--- src/czw3_pkg.sv ---
// Shared types and constants for the three-way Czekanowski metric block.
// No dependencies; every other file in src imports this package.
package czw3_pkg;

   localparam int ACC_BITS                 = 32;
   localparam int DEFAULT_VALUE_BITS       = 16;
   localparam int DEFAULT_MAX_FIELDS       = 4096;
   localparam int DEFAULT_RESULT_FRAC_BITS = 16;
   localparam int QUEUE_DEPTH              = 2;

   // Finished sums of one vector triple, handed from the front to the divider
   typedef struct packed {
      logic [ACC_BITS-1:0] numerator;
      logic [ACC_BITS-1:0] denominator;
      logic                overflowed;
   } sums_type;

   typedef enum logic [1:0] {
      DIV_IDLE,
      DIV_RUN,
      DIV_DONE
   } div_state_type;

endpackage

--- src/czekanowski_three_way_metric.sv ---
// Three-way Czekanowski metric: field accumulation, triple queue and divider.
// Accepts one field per cycle; the front stalls only when the queue is full.
// The divider works on one triple at a time, one quotient bit per cycle, and skips
// the division when the denominator is zero; it pops the next triple only after
// the last result has entered the output register. The queue holds two triples.
// Synchronous active-high reset clears the sums, the queue and the handshakes.
module czekanowski_three_way_metric #(
   parameter int VALUE_BITS       = czw3_pkg::DEFAULT_VALUE_BITS,
   parameter int MAX_FIELDS       = czw3_pkg::DEFAULT_MAX_FIELDS,
   parameter int RESULT_FRAC_BITS = czw3_pkg::DEFAULT_RESULT_FRAC_BITS
) (
   input  logic                                          clock,
   input  logic                                          reset,
   input  logic                                          req_tvalid,
   output logic                                          req_tready,
   // value_a, value_b, value_c (VALUE_BITS each), zero padding
   input  logic [((3 * VALUE_BITS + 7) / 8) * 8 - 1:0]   req_tdata,
   // last_field
   input  logic                                          req_tlast,
   output logic                                          rsp_tvalid,
   input  logic                                          rsp_tready,
   // similarity (RESULT_FRAC_BITS+1), zero padding
   output logic [((RESULT_FRAC_BITS + 8) / 8) * 8 - 1:0] rsp_tdata,
   // zero_denominator, overflowed
   output logic [1:0]                                    rsp_tuser
);
   import czw3_pkg::*;

   localparam int RSP_DATA_BITS = ((RESULT_FRAC_BITS + 8) / 8) * 8;

   logic                      accept;
   logic                      push, pop, full, empty;
   sums_type                  push_data, pop_data;
   logic [RESULT_FRAC_BITS:0] similarity;
   logic                      zero_denominator, overflowed;

   assign req_tready = !full;
   assign accept     = req_tvalid && req_tready;

   czw3_front #(
      .VALUE_BITS (VALUE_BITS),
      .MAX_FIELDS (MAX_FIELDS)
   ) u_front (
      .clock      (clock),
      .reset      (reset),
      .accept     (accept),
      .value_a    (req_tdata[VALUE_BITS-1:0]),
      .value_b    (req_tdata[2*VALUE_BITS-1:VALUE_BITS]),
      .value_c    (req_tdata[3*VALUE_BITS-1:2*VALUE_BITS]),
      .last_field (req_tlast),
      .push       (push),
      .sums       (push_data)
   );

   czw3_queue u_queue (
      .clock     (clock),
      .reset     (reset),
      .push      (push),
      .push_data (push_data),
      .pop       (pop),
      .pop_data  (pop_data),
      .full      (full),
      .empty     (empty)
   );

   czw3_divider #(
      .RESULT_FRAC_BITS (RESULT_FRAC_BITS)
   ) u_divider (
      .clock            (clock),
      .reset            (reset),
      .queue_empty      (empty),
      .queue_data       (pop_data),
      .pop              (pop),
      .out_valid        (rsp_tvalid),
      .out_ready        (rsp_tready),
      .similarity       (similarity),
      .zero_denominator (zero_denominator),
      .overflowed       (overflowed)
   );

   assign rsp_tdata = RSP_DATA_BITS'(similarity);
   assign rsp_tuser = {overflowed, zero_denominator};

endmodule

--- src/czw3_front.sv ---
// Front end: per-field accumulation of the numerator and denominator sums.
// Depends on czw3_pkg; emits a sums_type transaction on the last field.
module czw3_front #(
   parameter int VALUE_BITS = czw3_pkg::DEFAULT_VALUE_BITS,
   parameter int MAX_FIELDS = czw3_pkg::DEFAULT_MAX_FIELDS
) (
   input  logic                  clock,
   input  logic                  reset,
   input  logic                  accept,
   input  logic [VALUE_BITS-1:0] value_a,
   input  logic [VALUE_BITS-1:0] value_b,
   input  logic [VALUE_BITS-1:0] value_c,
   input  logic                  last_field,
   output logic                  push,
   output czw3_pkg::sums_type    sums
);
   import czw3_pkg::*;

   localparam int CNT_BITS  = $clog2(MAX_FIELDS + 1);
   localparam int TERM_BITS = VALUE_BITS + 2;

   logic [ACC_BITS-1:0]  num_ff, num_in;
   logic [ACC_BITS-1:0]  den_ff, den_in;
   logic [CNT_BITS-1:0]  count_ff, count_in;
   logic                 ovf_ff, ovf_in;

   logic [VALUE_BITS-1:0] min_ab, min_ac, min_bc, min_abc;
   logic [TERM_BITS-1:0]  term, total;
   logic [ACC_BITS:0]     num_sum, den_sum;
   logic [ACC_BITS-1:0]   num_new, den_new;
   logic                  ovf_new, at_limit;

   always_comb begin
      min_ab  = (value_a < value_b) ? value_a : value_b;
      min_ac  = (value_a < value_c) ? value_a : value_c;
      min_bc  = (value_b < value_c) ? value_b : value_c;
      min_abc = (min_ab < value_c) ? min_ab : value_c;
      term    = TERM_BITS'(min_ab) + TERM_BITS'(min_ac) + TERM_BITS'(min_bc)
                - TERM_BITS'(min_abc);
      total   = TERM_BITS'(value_a) + TERM_BITS'(value_b) + TERM_BITS'(value_c);
      num_sum = {1'b0, num_ff} + (ACC_BITS + 1)'(term);
      den_sum = {1'b0, den_ff} + (ACC_BITS + 1)'(total);
      at_limit = (count_ff == CNT_BITS'(MAX_FIELDS));

      num_new = num_ff;
      den_new = den_ff;
      ovf_new = ovf_ff;
      if (at_limit) begin
         ovf_new = 1'b1;
      end else begin
         // saturate each sum at all ones
         num_new = num_sum[ACC_BITS] ? '1 : num_sum[ACC_BITS-1:0];
         den_new = den_sum[ACC_BITS] ? '1 : den_sum[ACC_BITS-1:0];
         if (num_sum[ACC_BITS] || den_sum[ACC_BITS]) begin
            ovf_new = 1'b1;
         end
      end

      push             = accept && last_field;
      sums.numerator   = num_new;
      sums.denominator = den_new;
      sums.overflowed  = ovf_new;

      num_in   = num_ff;
      den_in   = den_ff;
      count_in = count_ff;
      ovf_in   = ovf_ff;
      if (push) begin
         // triple done: start over
         num_in   = '0;
         den_in   = '0;
         count_in = '0;
         ovf_in   = 1'b0;
      end else if (accept) begin
         num_in   = num_new;
         den_in   = den_new;
         ovf_in   = ovf_new;
         count_in = at_limit ? count_ff : count_ff + 1'b1;
      end
   end

   always_ff @(posedge clock) begin
      if (reset) begin
         num_ff   <= '0;
         den_ff   <= '0;
         count_ff <= '0;
         ovf_ff   <= 1'b0;
      end else begin
         num_ff   <= num_in;
         den_ff   <= den_in;
         count_ff <= count_in;
         ovf_ff   <= ovf_in;
      end
   end

`ifndef SYNTHESIS
   assert property (@(posedge clock) disable iff (reset)
      count_ff <= CNT_BITS'(MAX_FIELDS))
      else $error("field count passed its bound");
`endif

endmodule

--- src/czw3_queue.sv ---
// Short queue of finished triple sums between the front end and the divider.
// Depends on czw3_pkg for sums_type and QUEUE_DEPTH.
module czw3_queue (
   input  logic               clock,
   input  logic               reset,
   input  logic               push,
   input  czw3_pkg::sums_type push_data,
   input  logic               pop,
   output czw3_pkg::sums_type pop_data,
   output logic               full,
   output logic               empty
);
   import czw3_pkg::*;

   localparam int PTR_BITS = (QUEUE_DEPTH > 1) ? $clog2(QUEUE_DEPTH) : 1;
   localparam int CNT_BITS = $clog2(QUEUE_DEPTH + 1);

   sums_type             entry_ff [QUEUE_DEPTH];
   logic [PTR_BITS-1:0]  wr_ptr_ff, wr_ptr_in;
   logic [PTR_BITS-1:0]  rd_ptr_ff, rd_ptr_in;
   logic [CNT_BITS-1:0]  count_ff, count_in;
   logic                 do_push, do_pop;

   always_comb begin
      full     = (count_ff == CNT_BITS'(QUEUE_DEPTH));
      empty    = (count_ff == '0);
      do_push  = push && !full;
      do_pop   = pop && !empty;
      pop_data = entry_ff[rd_ptr_ff];

      wr_ptr_in = wr_ptr_ff;
      rd_ptr_in = rd_ptr_ff;
      count_in  = count_ff;
      if (do_push) begin
         wr_ptr_in = (wr_ptr_ff == PTR_BITS'(QUEUE_DEPTH - 1)) ? '0 : wr_ptr_ff + 1'b1;
      end
      if (do_pop) begin
         rd_ptr_in = (rd_ptr_ff == PTR_BITS'(QUEUE_DEPTH - 1)) ? '0 : rd_ptr_ff + 1'b1;
      end
      if (do_push && !do_pop) begin
         count_in = count_ff + 1'b1;
      end else if (do_pop && !do_push) begin
         count_in = count_ff - 1'b1;
      end
   end

   always_ff @(posedge clock) begin
      if (reset) begin
         wr_ptr_ff <= '0;
         rd_ptr_ff <= '0;
         count_ff  <= '0;
      end else begin
         wr_ptr_ff <= wr_ptr_in;
         rd_ptr_ff <= rd_ptr_in;
         count_ff  <= count_in;
      end
   end

   always_ff @(posedge clock) begin
      if (do_push) begin
         entry_ff[wr_ptr_ff] <= push_data;
      end
   end

`ifndef SYNTHESIS
   assert property (@(posedge clock) disable iff (reset)
      count_ff <= CNT_BITS'(QUEUE_DEPTH))
      else $error("queue count passed its depth");
   assert property (@(posedge clock) disable iff (reset)
      push |-> !full)
      else $error("push into a full queue");
`endif

endmodule

--- src/czw3_divider.sv ---
// Back end: restoring divider for 3*num*2^F / (2*den), one quotient bit a cycle,
// with clamp, zero-denominator handling and an output register. Uses czw3_pkg.
module czw3_divider #(
   parameter int RESULT_FRAC_BITS = czw3_pkg::DEFAULT_RESULT_FRAC_BITS
) (
   input  logic                        clock,
   input  logic                        reset,
   input  logic                        queue_empty,
   input  czw3_pkg::sums_type          queue_data,
   output logic                        pop,
   output logic                        out_valid,
   input  logic                        out_ready,
   output logic [RESULT_FRAC_BITS:0]   similarity,
   output logic                        zero_denominator,
   output logic                        overflowed
);
   import czw3_pkg::*;

   localparam int QUOT_BITS = RESULT_FRAC_BITS + 1;
   localparam int ITER_BITS = $clog2(QUOT_BITS + 1);
   localparam logic [QUOT_BITS-1:0] ONE_FIXED = {1'b1, {RESULT_FRAC_BITS{1'b0}}};

   div_state_type          state_ff, state_in;
   logic [ACC_BITS:0]      rem_ff, rem_in;
   logic [ACC_BITS:0]      div_ff, div_in;
   logic [QUOT_BITS-1:0]   quot_ff, quot_in;
   logic [ITER_BITS-1:0]   iter_ff, iter_in;
   logic                   bit_ff, bit_in;
   logic                   zero_ff, zero_in;
   logic                   ovf_ff, ovf_in;

   logic                   out_valid_ff, out_valid_in;
   logic [QUOT_BITS-1:0]   sim_out_ff, sim_out_in;
   logic                   zero_out_ff, zero_out_in;
   logic                   ovf_out_ff, ovf_out_in;

   logic [ACC_BITS+1:0]    triple;
   logic [ACC_BITS+1:0]    trial;
   logic [ACC_BITS+2:0]    diff;
   logic                   fits;
   logic                   load_out;

   always_comb begin
      triple = {queue_data.numerator, 1'b0} + (ACC_BITS + 2)'(queue_data.numerator);
      trial  = {rem_ff, bit_ff};
      diff   = {1'b0, trial} - {2'b00, div_ff};
      fits   = !diff[ACC_BITS+2];

      state_in = state_ff;
      rem_in   = rem_ff;
      div_in   = div_ff;
      quot_in  = quot_ff;
      iter_in  = iter_ff;
      bit_in   = bit_ff;
      zero_in  = zero_ff;
      ovf_in   = ovf_ff;
      pop      = 1'b0;
      load_out = 1'b0;

      case (state_ff)
         DIV_IDLE: begin
            if (!queue_empty) begin
               pop     = 1'b1;
               rem_in  = triple[ACC_BITS+1:1];
               bit_in  = triple[0];
               div_in  = {queue_data.denominator, 1'b0};
               quot_in = '0;
               iter_in = ITER_BITS'(QUOT_BITS);
               zero_in = (queue_data.denominator == '0);
               ovf_in  = queue_data.overflowed;
               state_in = (queue_data.denominator == '0) ? DIV_DONE : DIV_RUN;
            end
         end
         DIV_RUN: begin
            rem_in  = fits ? diff[ACC_BITS:0] : trial[ACC_BITS:0];
            quot_in = {quot_ff[QUOT_BITS-2:0], fits};
            bit_in  = 1'b0;
            iter_in = iter_ff - 1'b1;
            if (iter_ff == ITER_BITS'(1)) begin
               state_in = DIV_DONE;
            end
         end
         DIV_DONE: begin
            // wait for the output register to free up
            if (!out_valid_ff || out_ready) begin
               load_out = 1'b1;
               state_in = DIV_IDLE;
            end
         end
         default: begin
            state_in = DIV_IDLE;
         end
      endcase

      out_valid_in = load_out || (out_valid_ff && !out_ready);
      sim_out_in   = sim_out_ff;
      zero_out_in  = zero_out_ff;
      ovf_out_in   = ovf_out_ff;
      if (load_out) begin
         sim_out_in  = (quot_ff > ONE_FIXED) ? ONE_FIXED : quot_ff;
         zero_out_in = zero_ff;
         ovf_out_in  = ovf_ff;
      end

      out_valid        = out_valid_ff;
      similarity       = sim_out_ff;
      zero_denominator = zero_out_ff;
      overflowed       = ovf_out_ff;
   end

   always_ff @(posedge clock) begin
      if (reset) begin
         state_ff     <= DIV_IDLE;
         out_valid_ff <= 1'b0;
      end else begin
         state_ff     <= state_in;
         out_valid_ff <= out_valid_in;
      end
   end

   always_ff @(posedge clock) begin
      rem_ff      <= rem_in;
      div_ff      <= div_in;
      quot_ff     <= quot_in;
      iter_ff     <= iter_in;
      bit_ff      <= bit_in;
      zero_ff     <= zero_in;
      ovf_ff      <= ovf_in;
      sim_out_ff  <= sim_out_in;
      zero_out_ff <= zero_out_in;
      ovf_out_ff  <= ovf_out_in;
   end

`ifndef SYNTHESIS
   assert property (@(posedge clock) disable iff (reset)
      (out_valid_ff && zero_out_ff) |-> (sim_out_ff == '0))
      else $error("zero denominator with nonzero similarity");
   assert property (@(posedge clock) disable iff (reset)
      out_valid_ff |-> (sim_out_ff <= ONE_FIXED))
      else $error("similarity above one");
   assert property (@(posedge clock) disable iff (reset)
      (state_ff == DIV_RUN) |-> (iter_ff != '0))
      else $error("divider running with no iterations left");
`endif

endmodule
--- config.mk ---
export PLATFORM = sky130hd
export DESIGN_NAME = czekanowski_three_way_metric
export DESIGN_NICKNAME = d
export VERILOG_FILES = /design/src/czw3_pkg.sv /design/src/czekanowski_three_way_metric.sv /design/src/czw3_front.sv /design/src/czw3_queue.sv /design/src/czw3_divider.sv
export SDC_FILE = /design/constraint.sdc
export NUM_CORES = 1
export LEC_CHECK = 0
export BUFFER_PORTS_ARGS = -buffer_cell sky130_fd_sc_hd__buf_2
export CAP_MARGIN = 15
export CORE_MARGIN = 3
export CORE_UTILIZATION = 65
export CTS_CLUSTER_DIAMETER = 60
export DETAILED_ROUTE_END_ITERATION = 16
export MAX_ROUTING_LAYER = met4
export PLACE_DENSITY = 0.81
export SLEW_MARGIN = 15
export SYNTH_ARGS = -nofsm -noshare
export SYNTH_HDL_FRONTEND = slang
export SYNTH_SLANG_ARGS = --single-unit
--- constraint.sdc ---
create_clock -name clock -period 18.8 [get_ports clock]
set_input_delay 1.88 -clock clock [delete_from_list [all_inputs] [get_ports clock]]
set_output_delay 1.88 -clock clock [all_outputs]
set_load 0.02 [all_outputs]
==> summary by stage <==
Status
The run finished with clean final reports.

Run
The number of violations of the max-capacitance limit is 0.

Worst setup path
The cell with the most instances on the worst path is sky130_fd_sc_hd__a21oi_1. The category of the worst setup path launch point is an input port. For the worst setup path, the data arrival time is 11.74 ns. The depth of the most critical reg-to-reg path is 15. The endpoint of the worst register-to-register path is u_divider.rem_ff[28].

The worst setup path is captured at a register. The slowest stage of the critical path belongs to the cell sky130_fd_sc_hd__o41ai_1. Data on the critical path is required at its endpoint by 19.01 ns. Of all nets on the critical path, the largest fanout is 19. The type of the worst setup path is in2reg.

For flop-to-flop paths, the worst setup slack is 14.19 ns. The largest single stage delay on the critical path is 0.86 ns.

Clocking
The number of buffers inserted during clock tree synthesis is 36. The number of gates resized after cts is 0. The H-tree level count is 2. After clock tree synthesis, the clock-pin slew on the worst setup and hold paths is 0.06 ns. TritonCTS built the clock tree.

The root buffer selected by CTS is sky130_fd_sc_hd__clkbuf_16. At the later pin of the worst-skew pair, clock insertion delay measures 0.53 ns. In this run, post-CTS hold repair placed 0 buffers.

The maximum buffer depth of the clock tree is 3. After clock tree synthesis, the setup repair step added 0 buffers. The number of clock sinks seen by CTS is 325.

Yosys
In the synthesized netlist the dominant register cell turns out to be sky130_fd_sc_hd__edfxtp_1. The total of flip-flops plus latches after synthesis is 325. Yosys printed 0 warnings. Summing the sequential cell areas from Yosys gives 37.6% of the chip area. Synthesis produced 2457 cells. Yosys mapped a number of flops with a built-in enable equal to 239.

The number of unique standard cell types used by synthesis is 88. The mean instance size in the synthesized netlist is 9.64 um^2. The async set-reset flop share out of synthesis is 0%.

The mapped netlist covers 23700 um^2.

GRT
In the global route stage, overall resource usage came out at 30.5%. The number of global-route vias before repair is 18400. The number of antenna violations at the first check in global routing is 0.

The first-pass GRT wire length is 93700 um. The overall overflow remaining after global route is 0. The pin count of the biggest net entering global routing is 80.

Timing
The count of final hold-check violations was 0. The setup slack after layout is 7.27 ns. The relative max-transition margin is 27.3%.

At the pin with the least slew margin, the transition time is 1.09 ns. The final number of max-transition violations is 0. For this run, the top clock speed supported by timing is 0.0867 GHz. Dividing the final minimum period by the clock period gives 61.4%. The post-layout minimum cycle time is 11.53 ns. Setup violations remaining at the end of the flow were counted as 0.

The summed negative setup slack over all endpoints is 0 ns. Setup repair after global routing left no endpoint under its margin. For the final database, setup skew stands at 0.0289 ns.

Final layout
Once layout is done, the placed cells without fillers occupy 25700 um^2. The sequential cells in the finished layout cover a total of 8900 um^2. The fill cell instance count of the final layout is 2647. The number of nets in the layout is 2820. Cells with a size suffix above 1 make up 11.9% of the layout. The count of inserted antenna diode cells is 0. Summing all multi-input logic gate instances after layout gives 13900 um^2. For this run, the share of the core covered by cells in the final layout is 71.8%. The relative area change from synthesis to final layout is 8.34%.

Floorplan
The starting utilization of the core area is 66.3%. The floorplan step set the die height to 197 um. The die covers 38800 um^2. The area of the core is 35700 um^2. Pin placement for this block handled 81 I/O pins.

The initialized floorplan defines 69 standard-cell rows. From left edge to right edge, the die measures 197 um.

Place
The pre-CTS worst setup slack is 6.86 ns. The count of input and output buffers is 73. The last weighted congestion value of the routability-driven placer is 0.944.

The cell area after placement is 24500 um^2. The HPWL after detailed placement is 42900 um.

Detailed routing
The remaining antenna violation count is 0. The detailed router finished its first iteration with 1369 violations. In the routed design, unresolved DRC markers number 0.

After detailed routing, the average wire length per cell comes to 19.3 um. After detailed routing, the number of vias per cell comes to 6.24. For this block, the routed nets add up to 57800 um of wire. The final route contains 18700 vias. The pre-antenna-repair detailed-routing pass consisted of 6 iterations.

Min path
The capture endpoint of the worst hold path is u_divider.overflowed. The worst hold path was traced through 0 stages. The worst min-delay path startpoint is u_divider.ovf_ff. The tightest min-delay check is of the reg2reg type.
==> worst max-delay path: cells and delay by family <==
kind	cells	cell delay (ns)
AO/OA/AOI/OAI	22	5.12
buffers and inverters	5	0.60
adder cells (fa/ha/maj)	5	1.82
AND/OR/NAND/NOR	7	1.49
multiplexers	2	0.85
==> through the flow <==
step | instances | hold WS, ns
final | 3000 | 0.450
after global routing | 3000 | 0.459
after CTS | 3000 | 0.446
after detailed placement | 2934 | 0.439
after global placement | 2934 | 0.413
after floorplan | 2463 | 0.400
==> cell families after synthesis <==
family                   after synthesis  synth area share (%)
buffers and inverters                249                  4.33
multiplexers                         148                  6.86
XOR/XNOR                             163                  6.03
AND/OR/NAND/NOR                      699                  14.5
other                                  1                0.0158
flip-flops                           325                  37.6
adder cells (fa/ha/maj)              256                  14.2
AO/OA/AOI/OAI                        616                  16.5
==> final cells by class <==
cell class	instances	share of cell area (%)
clock inverter	17	0.736
sequential	325	34.7
clock buffer	49	3.98
inverter	169	2.47
timing repair buffer	90	1.92
tap	461	2.25
multi-input combinational	1889	54.0
==> state kept, by name, indices dropped and copies added (netlist names), 13 cells and up, named ones only <==
signal and count:
u_divider.rem_ff 33, u_divider.similarity 17, u_front.num_ff 32, u_queue.entry_ff 130, u_divider.div_ff 32, u_divider.quot_ff 17, u_front.den_ff 32, u_front.count_ff 13
==> cells in the final DEF (no fill, tap or decap), types with 15 or more instances in the layout <==
cell / Yosys / routed
sky130_fd_sc_hd__nor3_1: 46 / 45
sky130_fd_sc_hd__and2_1: 27 / 27
sky130_fd_sc_hd__dfxtp_1: 86 / 85
sky130_fd_sc_hd__a211oi_1: 37 / 37
sky130_fd_sc_hd__o21ai_0: 116 / 116
sky130_fd_sc_hd__o21a_1: 21 / 21
sky130_fd_sc_hd__o21bai_1: 15 / 15
sky130_fd_sc_hd__nand2_1: 136 / 136
sky130_fd_sc_hd__xor2_1: 58 / 58
sky130_fd_sc_hd__clkbuf_16: 0 / 37
sky130_fd_sc_hd__nor2_1: 242 / 239
sky130_fd_sc_hd__fa_1: 23 / 23
sky130_fd_sc_hd__nand4_1: 21 / 21
sky130_fd_sc_hd__a31oi_1: 25 / 25
sky130_fd_sc_hd__nor4_1: 19 / 19
sky130_fd_sc_hd__or3_1: 16 / 16
sky130_fd_sc_hd__o211ai_1: 20 / 20
sky130_fd_sc_hd__mux2_2: 113 / 113
sky130_fd_sc_hd__nand2b_1: 23 / 23
sky130_fd_sc_hd__nor2b_1: 49 / 47
sky130_fd_sc_hd__a21o_1: 70 / 70
sky130_fd_sc_hd__ha_1: 233 / 233
sky130_fd_sc_hd__buf_2: 8 / 73
sky130_fd_sc_hd__nand3_1: 43 / 42
sky130_fd_sc_hd__and3_1: 30 / 29
sky130_fd_sc_hd__buf_4: 15 / 17
sky130_fd_sc_hd__inv_1: 168 / 168
sky130_fd_sc_hd__a21oi_1: 210 / 210
sky130_fd_sc_hd__xnor2_1: 105 / 105
sky130_fd_sc_hd__mux2i_1: 33 / 33
sky130_fd_sc_hd__edfxtp_1: 239 / 239
==> worst max path at each step <==
stage | startpoint | end | slack [ns] | depth (start not counted)
finish | req_tdata[17] | u_queue.entry_ff[0][48] | 7.27 | 41
global route | req_tdata[17] | u_queue.entry_ff[1][48] | 6.70 | 41
CTS | req_tdata[17] | u_queue.entry_ff[1][48] | 7.36 | 40
detailed placement | req_tdata[17] | u_queue.entry_ff[1][48] | 6.86 | 41
global placement | req_tdata[17] | u_queue.entry_ff[0][0] | 7.10 | 38
floorplan | req_tdata[17] | u_queue.entry_ff[0][53] | 8.75 | 41
==> cells in the mapped netlist, types with 5 or more instances <==
| library cell | number | area share, % |
|---|---|---|
| sky130_fd_sc_hd__nand4_1 | 21 | 0.55 |
| sky130_fd_sc_hd__o21ai_0 | 116 | 2.5 |
| sky130_fd_sc_hd__buf_4 | 15 | 0.48 |
| sky130_fd_sc_hd__buf_2 | 8 | 0.17 |
| sky130_fd_sc_hd__o21bai_1 | 15 | 0.48 |
| sky130_fd_sc_hd__mux2i_1 | 33 | 1.4 |
| sky130_fd_sc_hd__o211a_1 | 8 | 0.34 |
| sky130_fd_sc_hd__or2_2 | 10 | 0.26 |
| sky130_fd_sc_hd__a21oi_1 | 210 | 4.4 |
| sky130_fd_sc_hd__or3_1 | 16 | 0.42 |
| sky130_fd_sc_hd__a311oi_1 | 6 | 0.22 |
| sky130_fd_sc_hd__a211o_1 | 6 | 0.22 |
| sky130_fd_sc_hd__a211oi_1 | 37 | 1.2 |
| sky130_fd_sc_hd__nand2_1 | 136 | 2.2 |
| sky130_fd_sc_hd__a2111oi_0 | 5 | 0.18 |
| sky130_fd_sc_hd__fa_1 | 23 | 1.9 |
| sky130_fd_sc_hd__dfxtp_1 | 86 | 7.3 |
| sky130_fd_sc_hd__and3_1 | 30 | 0.79 |
| sky130_fd_sc_hd__a31oi_1 | 25 | 0.66 |
| sky130_fd_sc_hd__ha_1 | 233 | 12 |
| sky130_fd_sc_hd__inv_1 | 168 | 2.7 |
| sky130_fd_sc_hd__o21a_1 | 21 | 0.67 |
| sky130_fd_sc_hd__a21o_1 | 70 | 2.2 |
| sky130_fd_sc_hd__nor4_1 | 19 | 0.50 |
| sky130_fd_sc_hd__nand2b_1 | 23 | 0.61 |
| sky130_fd_sc_hd__nand3_1 | 43 | 0.91 |
| sky130_fd_sc_hd__and2_1 | 27 | 0.71 |
| sky130_fd_sc_hd__clkbuf_1 | 51 | 0.81 |
| sky130_fd_sc_hd__xor2_1 | 58 | 2.1 |
| sky130_fd_sc_hd__nor2_1 | 242 | 3.8 |
| sky130_fd_sc_hd__and4_1 | 7 | 0.26 |
| sky130_fd_sc_hd__mux2_2 | 113 | 5.4 |
| sky130_fd_sc_hd__o211ai_1 | 20 | 0.63 |
| sky130_fd_sc_hd__xnor2_1 | 105 | 3.9 |
| sky130_fd_sc_hd__nor3_1 | 46 | 0.97 |
| sky130_fd_sc_hd__o21ai_1 | 12 | 0.25 |
| sky130_fd_sc_hd__o31ai_1 | 13 | 0.41 |
| sky130_fd_sc_hd__nor2b_1 | 49 | 1.3 |
| sky130_fd_sc_hd__edfxtp_1 | 239 | 30 |
| sky130_fd_sc_hd__o2111ai_1 | 5 | 0.18 |
==> layer usage <==
| metal | wire (um) | vias to the layer above | global-route usage (%) | share of wire [%] |
|---|---|---|---|---|
| met5 | 0 | - | - | 0 |
| met4 | 1820 | 0 | 9.93 | 3.2 |
| met3 | 3160 | 128 | 3.68 | 5.5 |
| met2 | 28500 | 635 | 52.2 | 49 |
| met1 | 24400 | 8903 | 38.0 | 42 |
| li1 | - | 9039 | - | - |
Power is left out: the tool's default activity adds up to more than one toggle a clock period on the data nets, which glitch-free logic cannot reach.
